File: src/rtl/core/aqts_pkg.sv
// Shared codes for the two-stack aggregate queue: requested actions,
// aggregate operations and result status. No dependencies.
package aqts_pkg;

  localparam int ActionWidth = 2;
  localparam int OpWidth     = 3;
  localparam int StatusWidth = 2;
  localparam int CountWidth  = 7;
  localparam int PortWidth   = 32;

  localparam logic [ActionWidth-1:0] ACT_PUSH = 2'd0;
  localparam logic [ActionWidth-1:0] ACT_POP  = 2'd1;
  localparam logic [ActionWidth-1:0] ACT_PEEK = 2'd2;

  localparam logic [OpWidth-1:0] OP_MIN = 3'd0;
  localparam logic [OpWidth-1:0] OP_MAX = 3'd1;
  localparam logic [OpWidth-1:0] OP_SUM = 3'd2;
  localparam logic [OpWidth-1:0] OP_AND = 3'd3;
  localparam logic [OpWidth-1:0] OP_OR  = 3'd4;
  localparam logic [OpWidth-1:0] OP_XOR = 3'd5;

  localparam logic [StatusWidth-1:0] STATUS_OK    = 2'd0;
  localparam logic [StatusWidth-1:0] STATUS_EMPTY = 2'd1;
  localparam logic [StatusWidth-1:0] STATUS_FULL  = 2'd2;

endpackage

File: src/rtl/core/aqts_combine.sv
// Aggregate operator of the queue: min, max, wrapping sum, and, or, xor.
// Depends on aqts_pkg for the operation codes.
module aqts_combine #(
  parameter int VALUE_WIDTH = 32
) (
  input  logic [aqts_pkg::OpWidth-1:0] op,
  input  logic signed [VALUE_WIDTH-1:0] a,
  input  logic signed [VALUE_WIDTH-1:0] b,
  output logic signed [VALUE_WIDTH-1:0] y
);

  always_comb begin
    case (op)
      aqts_pkg::OP_MAX: y = (a > b) ? a : b;
      aqts_pkg::OP_SUM: y = a + b;
      aqts_pkg::OP_AND: y = a & b;
      aqts_pkg::OP_OR:  y = a | b;
      aqts_pkg::OP_XOR: y = a ^ b;
      // Unused codes fall back to min.
      default:          y = (a < b) ? a : b;
    endcase
  end

endmodule

File: config.mk
export PLATFORM = sky130hd
export DESIGN_NAME = aqts_combine
export DESIGN_NICKNAME = d
export VERILOG_FILES = /design/src/rtl/core/aqts_pkg.sv /design/src/rtl/core/aqts_combine.sv
export SDC_FILE = /design/constraint.sdc
export NUM_CORES = 1
export LEC_CHECK = 0
export BUFFER_PORTS_ARGS = -buffer_cell sky130_fd_sc_hd__buf_2
export CAP_MARGIN = 20
export CORE_ASPECT_RATIO = 1.1
export CORE_UTILIZATION = 53
export DETAILED_ROUTE_END_ITERATION = 12
export PLACE_DENSITY_LB_ADDON = 0.3
export SYNTH_ARGS = -nofsm -noshare
export SYNTH_HDL_FRONTEND = slang
export SYNTH_SLANG_ARGS = --single-unit
File: constraint.sdc
create_clock -name vclk -period 3.36
set_input_delay 0.168 -clock vclk [all_inputs]
set_output_delay 0.168 -clock vclk [all_outputs]
set_load 0.01 [all_outputs]
# Word level (Yosys, flattened, before mapping)
# Index checks and enable logic that the tools add are counted.
# word_totals
elab_cells,14
inputBits,67
reg_bits,0
# classes
eq_ne,5
add_sub_neg,1
bitwise_logic,3
order_cmp,2
mux,3
# ops
op,n
$pmux W32 S5,1
$mux W32,2
$add A32 B32 Y32,1
$and A32 B32 Y32,1
$gt A32 B32 Y1,1
$lt A32 B32 Y1,1
$or A32 B32 Y32,1
$xor A32 B32 Y32,1
$eq A3 B2 Y1 const B,2
$eq A3 B3 Y1 const B,2
$eq A3 B1 Y1 const B,1

# Depth between registers and ports, before layout
# Gate-level depths: netlist (run 1).
# logic_depth
word_depth,3
ltp_mapped,15
depth_no_buf,12

# Worst setup path before layout (run 1)
# No wires, ideal clock.
# synth_timing
kind,input-to-output
start,input a[24]
end,output y[4]
setup_slack_ps,419
arrival_time_ps,2773
cell_stages,14
path_cell_list,inv_1 > ha_1 > buf_6 > or4_1 > nor2_2 > and3_1 > o41ai_2 > a31oi_4 > nor2b_1 > buf_4 > buf_6 > mux2i_1 > nand2_1 > a32oi_1
# synth_via
elab_chain_cells,3
# synth_rtl
item,line,source
"start, declared",aqts_combine.sv:7,"input logic signed [VALUE_WIDTH-1:0] a,"
$lt A32 B32 Y1 / $gt A32 B32 Y1 (equally long branches),"aqts_combine.sv:20, aqts_combine.sv:14",
$mux W32 (on tied branches),"aqts_combine.sv:20, aqts_combine.sv:14",
$pmux W32 S5 (*),aqts_combine.sv:13,case (op)
"end, declared",aqts_combine.sv:9,output logic signed [VALUE_WIDTH-1:0] y
# Every way passes the cells marked *; elsewhere a longest branch is shown, timed or not.

# Worst setup path in the final report (run 1)
# layout_timing
start,input a[28]
end,output y[21]
# The elaborated chain is that of the path after synthesis.

==> results of run 1 <==
## metal layers
metal	wire length (um)	up-vias	global-route usage
met5	0	-	0
met4	463	0	0.1337
met3	1080	52	0.02266
met2	7948	261	0.5946
met1	6546	2698	0.3763
li1	-	2798	-
## cells by family (layout without fill, tap and decap cells)
| group | Yosys count | in the layout | synth area share |
|---|---|---|---|
| XOR/XNOR | 24 | 24 | 0.04256 |
| buffers and inverters | 132 | 216 | 0.1122 |
| AO/OA/AOI/OAI | 254 | 254 | 0.3479 |
| AND/OR/NAND/NOR | 181 | 181 | 0.1710 |
| multiplexers | 34 | 34 | 0.06891 |
| adder cells (fa/ha/maj) | 101 | 101 | 0.2574 |
## repair_timing
item / CTS / global route
buffers inserted: 0 / 2
setup endpoints to repair: 0 / 23
resized for setup: 0 / 19
endpoints found under the hold margin: 0 / 0
## worst min-delay path, stage by stage
cell and delay (ps):
buf_2 100, a22oi_1 80, nand2_1 60, buf_2 120
## layout by cell type (no fill, tap or decap), types with 11 or more instances in the layout
cell type  Yosys  final
a222oi_1      22     22
nor2_1        37     37
buf_2          9     99
xnor2_1       14     14
nand2_1       72     72
a21o_1        17     17
a21oi_1       51     48
buf_4          1     36
nand3_1       11     11
o221ai_1      14     14
mux2i_1       34     34
ha_1         100     97
nor3_1        14     14
inv_1         78     78
o21ai_0       78     76
## through the flow
stage | instances | hold slack, ps
after floorplan | 726 | 478.8
after CTS | 922 | 690.0
after global placement | 922 | 688.5
after global routing | 924 | 710.1
final | 924 | 689.0
after detailed placement | 922 | 689.7
## power by group through the flow
stage          combinational (mW)  sequential, mW  clock (mW)
2_1_floorplan               0.717               0           0
3_3_place_gp                 1.02               0           0
3_5_place_dp                 1.05               0           0
4_1_cts                      1.06               0           0
5_1_grt                      1.20               0           0
6_report                     1.10               0           0
## worst max path at each step
stage                     start    end  slack [ps]  depth (start not counted)
after global placement    a[29]  y[21]         120                         14
after CTS                 a[31]  y[21]          50                         14
after detailed placement  a[31]  y[21]          60                         14
after global routing      a[14]  y[21]         -40                         15
after floorplan           a[24]   y[4]         420                         14
final                     a[28]  y[21]          80                         14
## layout make-up
cell class / count / area (sq um)
fill: 839 / 3228
inverter: 79 / 296.5
multi-input combinational: 594 / 4491
timing repair buffer: 137 / 805.8
tap: 114 / 142.6
==> results.json, run 1 <==
{
  "vias": 5809,
  "avgSynthCellArea_sq_um": 6.802,
  "cpMostUsedCell": "buf_2",
  "rows": 36,
  "finalPower_mw": 1.100,
  "status": "finished clean",
  "pwr-share-clk": 0,
  "dieArea_sq_mm": 0.009708,
  "post-route-min-period_ps": 3280,
  "synth_top_cell_by_area": "ha_1",
  "finalNetCount": 980,
  "grt_overflow": 0,
  "dr.first_iter.drc_count": 430,
  "ys_seq_area_frac": 0,
  "period_share": 0.9761,
  "dp_slack_ps": 56.37,
  "power.combinational.fraction": 1.000,
  "clkbuf_count": 0,
  "leakagePower_nw": 3.004,
  "antenna_found_initial": 0,
  "synth_fp_nets": 894,
  "rsz0062_at_grt": "yes",
  "via_per_inst": 6.287,
  "fmax_mhz": 304.9,
  "internal_power_mw": 0.4602,
  "critPathTopFamily": "simple AND/OR/NAND/NOR gates",
  "grt_pass1_vias": 5536,
  "netlist_top_cells_count": "ha_1, inv_1, o21ai_0, nand2_1, a21oi_1",
  "final_max_slew_viol_count": 0,
  "diodes": 0,
  "min_to": "y[15]",
  "hp-start": "b[15]",
  "track_usage": 0.3188,
  "area_growth_pct": 16.14,
  "dp_hpwl_um": 12270,
  "hold-path-cell-count": 4,
  "die_h_um": 103.2,
  "path_class": "in2out",
  "yosys_warnings": 0,
  "worst_setup_path_end_kind": "output pin",
  "post-route-util": 0.6399,
  "max_stage_delay_ps": 580,
  "ir_worst_vdd_mv": 0.09192,
  "io_buffers": 99,
  "seq_area_sq_um": 0,
  "routabilityCongestion": 0.9412,
  "synthTopCellsByArea": "ha_1, o21ai_0, mux2i_1",
  "switching_share": 0.5816,
  "initial_core_util": 0.5509,
  "drive_above_1_share": 0.2025,
  "drt-total-wl_um": 16040,
  "tns_ps": 0,
  "max_slew_margin": 0.4431,
  "power.density_mw_per_mm2": 191.8,
  "drc": 0,
  "seq_cell_count": 0,
  "syn_inst": 726,
  "grt_max_degree": 40,
  "yosysMostFrequentCell": "ha_1",
  "p_sw_mw": 0.6396,
  "path_cells": "buf_2, inv_1, ha_1, or4_4, nor2_4, and3_1, o41ai_4, a31oi_4, nor2b_4, buf_12, mux2i_1, o21ai_0, a31o_2, buf_2",
  "setup_ws_ps": 80.44,
  "synth.distinct_cells": 62,
  "place_area_sq_mm": 0.005624,
  "finalHoldViolCount": 0,
  "final_cell_area_sq_mm": 0.005736,
  "worstPathArrival_ps": 3110,
  "crit_required_ps": 3190,
  "cp_max_fo": 12,
  "netlist.area_leader.share": 0.2534,
  "hold_buffers": 0,
  "num_io_pins": 99,
  "hp-class": "in2out",
  "wire_per_inst_um": 17.36,
  "ant_nets": 0,
  "syn_area_sq_mm": 0.004938,
  "core-area_sq_mm": 0.008964,
  "dieWidth_um": 94.04,
  "critPathBufInv": 4,
  "seq_power_share": 0,
  "maxCapViolCount": 0,
  "crit_path_top_delay_cell": "or4_4",
  "dr.pass1.iters": 6,
  "start_kind": "input pin",
  "finalSetupViolations": 0,
  "grt_pass1_wl_um": 25280,
  "worst_slew_pin_slew_ps": 831.6
}
(Power assumes the default switching activity.)
==> inputs of run 2 (changes only) <==
==> constraint.sdc (replaced) <==
create_clock -name vclk -period 3.36
set_input_delay 0.672 -clock vclk [all_inputs]
set_output_delay 0.672 -clock vclk [all_outputs]
set_load 0.01 [all_outputs]
==> run 2 against run 1 <==
The run now fails in 5_1_grt; area after synthesis stayed put; synthesized cell count did not move.
==> results.json, run 2 <==
{
  "status": "did not finish",
  "lastStage": "5_1_grt",
  "tool.error": "[ERROR GRT-0232] Routing congestion too high. Check the congestion heatmap in the GUI.",
  "yosysMostFrequentCell": "ha_1",
  "ys_seq_area_frac": 0,
  "dp_hpwl_um": 15050,
  "dp_slack_ps": -861.4,
  "syn_inst": 726,
  "yosys_warnings": 0,
  "io_buffers": 99,
  "synthTopCellsByArea": "ha_1, o21ai_0, mux2i_1",
  "syn_area_sq_mm": 0.004938,
  "track_usage": 0.7034,
  "synth_top_cell_by_area": "ha_1",
  "grt_overflow": 3,
  "place_area_sq_mm": 0.007286,
  "synth_fp_nets": 894,
  "routabilityCongestion": 1.006,
  "num_io_pins": 99,
  "worst_path_end_type": "output port",
  "synth.distinct_cells": 62,
  "worst_endpoint": "y[27]",
  "initial_core_util": 0.5509,
  "netlist_top_cells_count": "ha_1, inv_1, o21ai_0, nand2_1, a21oi_1",
  "rows": 36,
  "hold_buffers": 0,
  "avgSynthCellArea_sq_um": 6.802,
  "netlist.area_leader.share": 0.2534,
  "dieWidth_um": 94.04,
  "grt_max_degree": 50,
  "die_h_um": 103.2
}
==> run 2: cell counts after synthesis <==
Identical to the previous run, type by type.
==> run 2: layer usage <==
metal	GRT overflow	GRT usage
met5	0	0.03646
met4	2	0.7314
met3	0	0.4664
met2	1	0.9276
met1	0	0.7163
==> run 2: timing repair <==
action / CTS
cloned: 2
setup endpoints to repair: 32
gates resized for setup: 113
setup buffers: 22
pin swaps: 39
==> run 2: stage by stage <==
step                  util  instances
floorplan                -        726
global placement    0.8128       1107
CTS                 0.8865       1128
detailed placement  0.8128       1107
==> run 2: logic make-up after synthesis <==
kind of cell               share of synthesized area
adders and majority gates                     0.2574
and+or+nand+nor                               0.1710
AOI/OAI and AO/OA                             0.3479
xor gates and xnor gates                     0.04256
buffers and inverters                         0.1122
muxes                                        0.06891
==> inputs of run 3 (changes only) <==
- CORE_ASPECT_RATIO: 1.1 -> unset
- CORE_UTILIZATION: 53 -> 38
- PLACE_DENSITY_LB_ADDON: 0.3 -> 0.15
==> run 3 against run 2 <==
The flow now finishes, with violations (negative setup slack).
==> results.json, run 3 (synthesized netlist as in run 1, its figures left out) <==
{
  "period_share": 1.217,
  "filler_cell_count": 1102,
  "wire_per_inst_um": 16.39,
  "start_kind": "input pin",
  "dr.pass1.iters": 8,
  "path_class": "in2out",
  "grt_max_degree": 39,
  "use_met1": 0.3394,
  "dp_cells": 1157,
  "seq_area_sq_um": 0,
  "clkbuf_count": 0,
  "initial_core_util": 0.3898,
  "status": "finished with violations",
  "dieWidth_um": 116,
  "critPathBufInv": 4,
  "maxCapViolCount": 0,
  "via_per_inst": 5.569,
  "die_h_um": 116,
  "grt_util_met3": 0.01935,
  "drive_above_1_share": 0.4748,
  "dr.first_iter.drc_count": 456,
  "post-route-util": 0.6525,
  "min_to": "y[15]",
  "dp_hpwl_um": 14920,
  "path_cells": "buf_8, inv_4, ha_4, or4_4, nor2_4, and3_4, o41ai_4, a31oi_4, nor2b_4, buf_6, mux2i_1, o221ai_1, a211o_1, buf_2",
  "final_common_cell": "buf_4",
  "leakagePower_nw": 4.113,
  "violations": "negative setup slack",
  "ant_nets": 0,
  "drt-total-wl_um": 19420,
  "hold-path-cell-count": 5,
  "io_buffers": 99,
  "final_cell_mix": "buf_4, buf_2, ha_1, nand2_1, o21ai_0",
  "core-area_sq_mm": 0.01267,
  "crit_path_top_delay_cell": "or4_4",
  "busiest_layer": "met2",
  "rows": 41,
  "finalHoldViolCount": 0,
  "seq_cell_count": 0,
  "ir_worst_vdd_mv": 0.09635,
  "diodes": 0,
  "power.density_mw_per_mm2": 194.5,
  "grt_pass1_wl_um": 30530,
  "max_stage_delay_ps": 570,
  "max_slew_margin": 0.5715,
  "rsz0062_at_grt": "yes",
  "area_growth_pct": 67.42,
  "worst_setup_path_end_kind": "output pin",
  "setup_ws_ps": -727.9,
  "worst_slew_pin_slew_ps": 637.9,
  "final_max_slew_viol_count": 0,
  "finalSetupViolations": 32,
  "track_usage": 0.2795,
  "cp_max_fo": 4,
  "post-route-min-period_ps": 4088,
  "fmax_mhz": 244.6,
  "vias": 6599,
  "grt_pass1_vias": 6549,
  "hp-class": "in2out",
  "worstPathArrival_ps": 3420,
  "dp_slack_ps": -864.3,
  "antenna_found_initial": 0,
  "hp-start": "a[15]",
  "drc": 0,
  "grt_use_met2": 0.5171,
  "finalNetCount": 1183,
  "crit_required_ps": 2690,
  "critPathTopFamily": "simple AND/OR/NAND/NOR gates",
  "finalNonFillerCells": 1185,
  "dieArea_sq_mm": 0.01346,
  "num_io_pins": 99,
  "routabilityCongestion": 0.9234,
  "grt_overflow": 0
}
==> run 3: cell type report <==
class | count | area [sq um] | area share
inverters | 79 | 334.1 | 0.04041
repair buffers | 340 | 2597 | 0.3142
multi-input cells | 594 | 5121 | 0.6194
well taps | 172 | 215.2 | 0.02603
==> run 3: how the worst max path moves through the flow <==
stage | cells past startpoint | endpoint | start | slack, ps
CTS | 14 | y[25] | b[31] | -680
floorplan | 15 | y[27] | b[26] | -470
detailed placement | 14 | y[13] | a[23] | -860
finish | 14 | y[25] | b[31] | -730
global placement | 14 | y[17] | a[11] | -770
global route | 14 | y[21] | a[30] | -800
==> run 3: worst min-delay path: cells and delay by family <==
kind | cells | cell delay (ps)
buffers and inverters | 3 | 300
AND/OR/NAND/NOR | 1 | 60
AO/OA/AOI/OAI | 1 | 60
==> run 3: power by group <==
| group | internal (mW) | switching, mW | total [mW] | leakage (nW) |
|---|---|---|---|---|
| Clock | 0 | 0 | 0 | 0 |
| Sequential | 0 | 0 | 0 | 0 |
| Combinational | 0.809 | 0.800 | 1.61 | 4.11 |
==> run 3: stage by stage <==
stage	total power [mW]	hold WS (ps)	setup TNS, ps	area [sq um]
2_1_floorplan	0.7732	1487	-12030	5209
3_3_place_gp	1.305	1769	-22010	7298
3_5_place_dp	1.331	1780	-23290	7298
4_1_cts	1.511	1765	-19130	7876
5_1_grt	1.737	1781	-23110	8268
6_report	1.608	1761	-19710	8268
==> run 3: per-layer routing <==
metal	vias to the layer above	share of wire
met3	42	0.056
li1	3210	-
met2	267	0.50
met4	0	0.026
met1	3080	0.42
met5	-	0
==> run 3: repair_timing <==
action / CTS / global route
gates cloned: 1 / 0
gates resized for setup: 91 / 99
hold buffers: 0 / 0
hold endpoints to repair: 0 / 0
pin swaps: 34 / 38
buffers inserted: 23 / 10
setup endpoints to repair: 32 / 32
==> inputs of run 4 (changes only) <==
- SKIP_LAST_GASP: unset -> 1
==> run 4 against run 3 <==
The run still ends with negative setup slack left; largest cell class unchanged; sequential share of layout area unchanged; wire length rose by 1.0%; worst setup slack gained 2.6 ps; first-iteration DRC count is 2.4% lower; combinational power is essentially flat; critical path type unchanged.
==> results.json, run 4 (synthesized netlist as in run 1, its figures left out) <==
{
  "status": "finished with violations",
  "violations": "negative setup slack",
  "ir_worst_vdd_mv": 0.1045,
  "die_h_um": 116,
  "internal_power_mw": 0.8268,
  "path_class": "in2out",
  "multi_input_area_sq_mm": 0.005111,
  "finalPower_mw": 1.634,
  "rows": 41,
  "vias": 6616,
  "power.combinational.fraction": 1.000,
  "worst_setup_path_end_kind": "output pin",
  "grt_max_degree": 39,
  "wire_per_inst_um": 16.53,
  "worst_slew_pin_slew_ps": 698.3,
  "area_growth_pct": 67.82,
  "io_buffers": 99,
  "period_share": 1.216,
  "filler_cell_count": 1106,
  "start_kind": "input pin",
  "dp_hpwl_um": 14920,
  "num_io_pins": 99,
  "grt_pass1_vias": 6554,
  "fmax_mhz": 244.8,
  "leakagePower_nw": 4.131,
  "setup_ws_ps": -725.4,
  "final_max_slew_viol_count": 0,
  "routabilityCongestion": 0.9234,
  "drc": 0,
  "dr.first_iter.drc_count": 445,
  "dieArea_sq_mm": 0.01346,
  "seq_power_share": 0,
  "antenna_found_initial": 0,
  "dieWidth_um": 116,
  "core-area_sq_mm": 0.01267,
  "crit_required_ps": 2690,
  "grt_pass1_wl_um": 30540,
  "drt-total-wl_um": 19620,
  "p_sw_mw": 0.8077,
  "ant_nets": 0,
  "dp_slack_ps": -864.3,
  "seq_cell_count": 0,
  "grt_overflow": 0,
  "power.density_mw_per_mm2": 197.2,
  "holdWs_ps": 1759,
  "post-route-min-period_ps": 4085,
  "dr.pass1.iters": 6,
  "diodes": 0,
  "max_slew_margin": 0.5309,
  "finalSetupViolations": 32,
  "worstPathArrival_ps": 3410,
  "initial_core_util": 0.3898,
  "switching_share": 0.4942,
  "clkbuf_count": 0,
  "drive_above_1_share": 0.4759,
  "finalHoldViolCount": 0,
  "finalNetCount": 1185,
  "final_cell_mix": "buf_4, buf_2, ha_1, nand2_1, o21ai_0",
  "rsz0062_at_grt": "yes",
  "final_common_cell": "buf_4",
  "via_per_inst": 5.574,
  "tns_ps": -20040,
  "cp_max_fo": 5,
  "hp-class": "in2out",
  "track_usage": 0.2795,
  "seq_area_sq_um": 0,
  "pwr-share-clk": 0,
  "maxCapViolCount": 0
}
run 4: cell count changes in the layout (fill, tap and decap cells not counted), sizes merged:
| cell | previous run | this run |
|---|---|---|
| buf | 340 | 341 |
| clkbuf | 0 | 1 |
run 4: final timing paths:
check,from,to,slack [ps],cells past startpoint
min,a[15],y[15],1760,5
max,b[31],y[25],-730,14
run 4: timing repair:
item	4_1_cts	5_1_grt
setup endpoints to repair	32	32
hold buffers	0	0
pin swaps	34	45
gates cloned	1	1
setup buffers	23	10
endpoints found under the hold margin	0	0
resized for setup	87	96
run 4: cell type report:
type	instances	area share
tap	172	0.02597
timing repair buffer	342	0.3170
multi-input combinational	594	0.6167
inverter	79	0.04031
run 4: critical path, stage by stage:
cell,delay [ps]
buf_6,100
inv_4,50
ha_4,200
or4_4,570
nor2_4,120
and3_4,190
o41ai_4,90
a31oi_4,220
nor2b_4,290
buf_6,140
mux2i_1,170
o221ai_1,160
a211o_1,290
buf_2,150
run 4: stage by stage:
stage	utilization	instances	area, sq um
finish	0.6541	1187	8288
global route	0.6541	1187	8288
CTS	0.6205	1178	7863
detailed placement	0.5760	1157	7298
global placement	0.5760	1157	7298
floorplan	-	726	5209
run 4: power by group through the flow:
| stage | combinational (mW) | clock (mW) | sequential, mW |
|---|---|---|---|
| floorplan | 0.773 | 0 | 0 |
| global route | 1.76 | 0 | 0 |
| CTS | 1.51 | 0 | 0 |
| global placement | 1.31 | 0 | 0 |
| detailed placement | 1.33 | 0 | 0 |
| finish | 1.63 | 0 | 0 |
run 4: layer usage:
metal / up-vias / GRT usage / part of all wire
li1: 3214 / - / -
met1: 3094 / 0.3378 / 0.42
met2: 261 / 0.5155 / 0.50
met3: 47 / 0.02249 / 0.054
met4: 0 / 0.09658 / 0.029
met5: - / 0 / 0
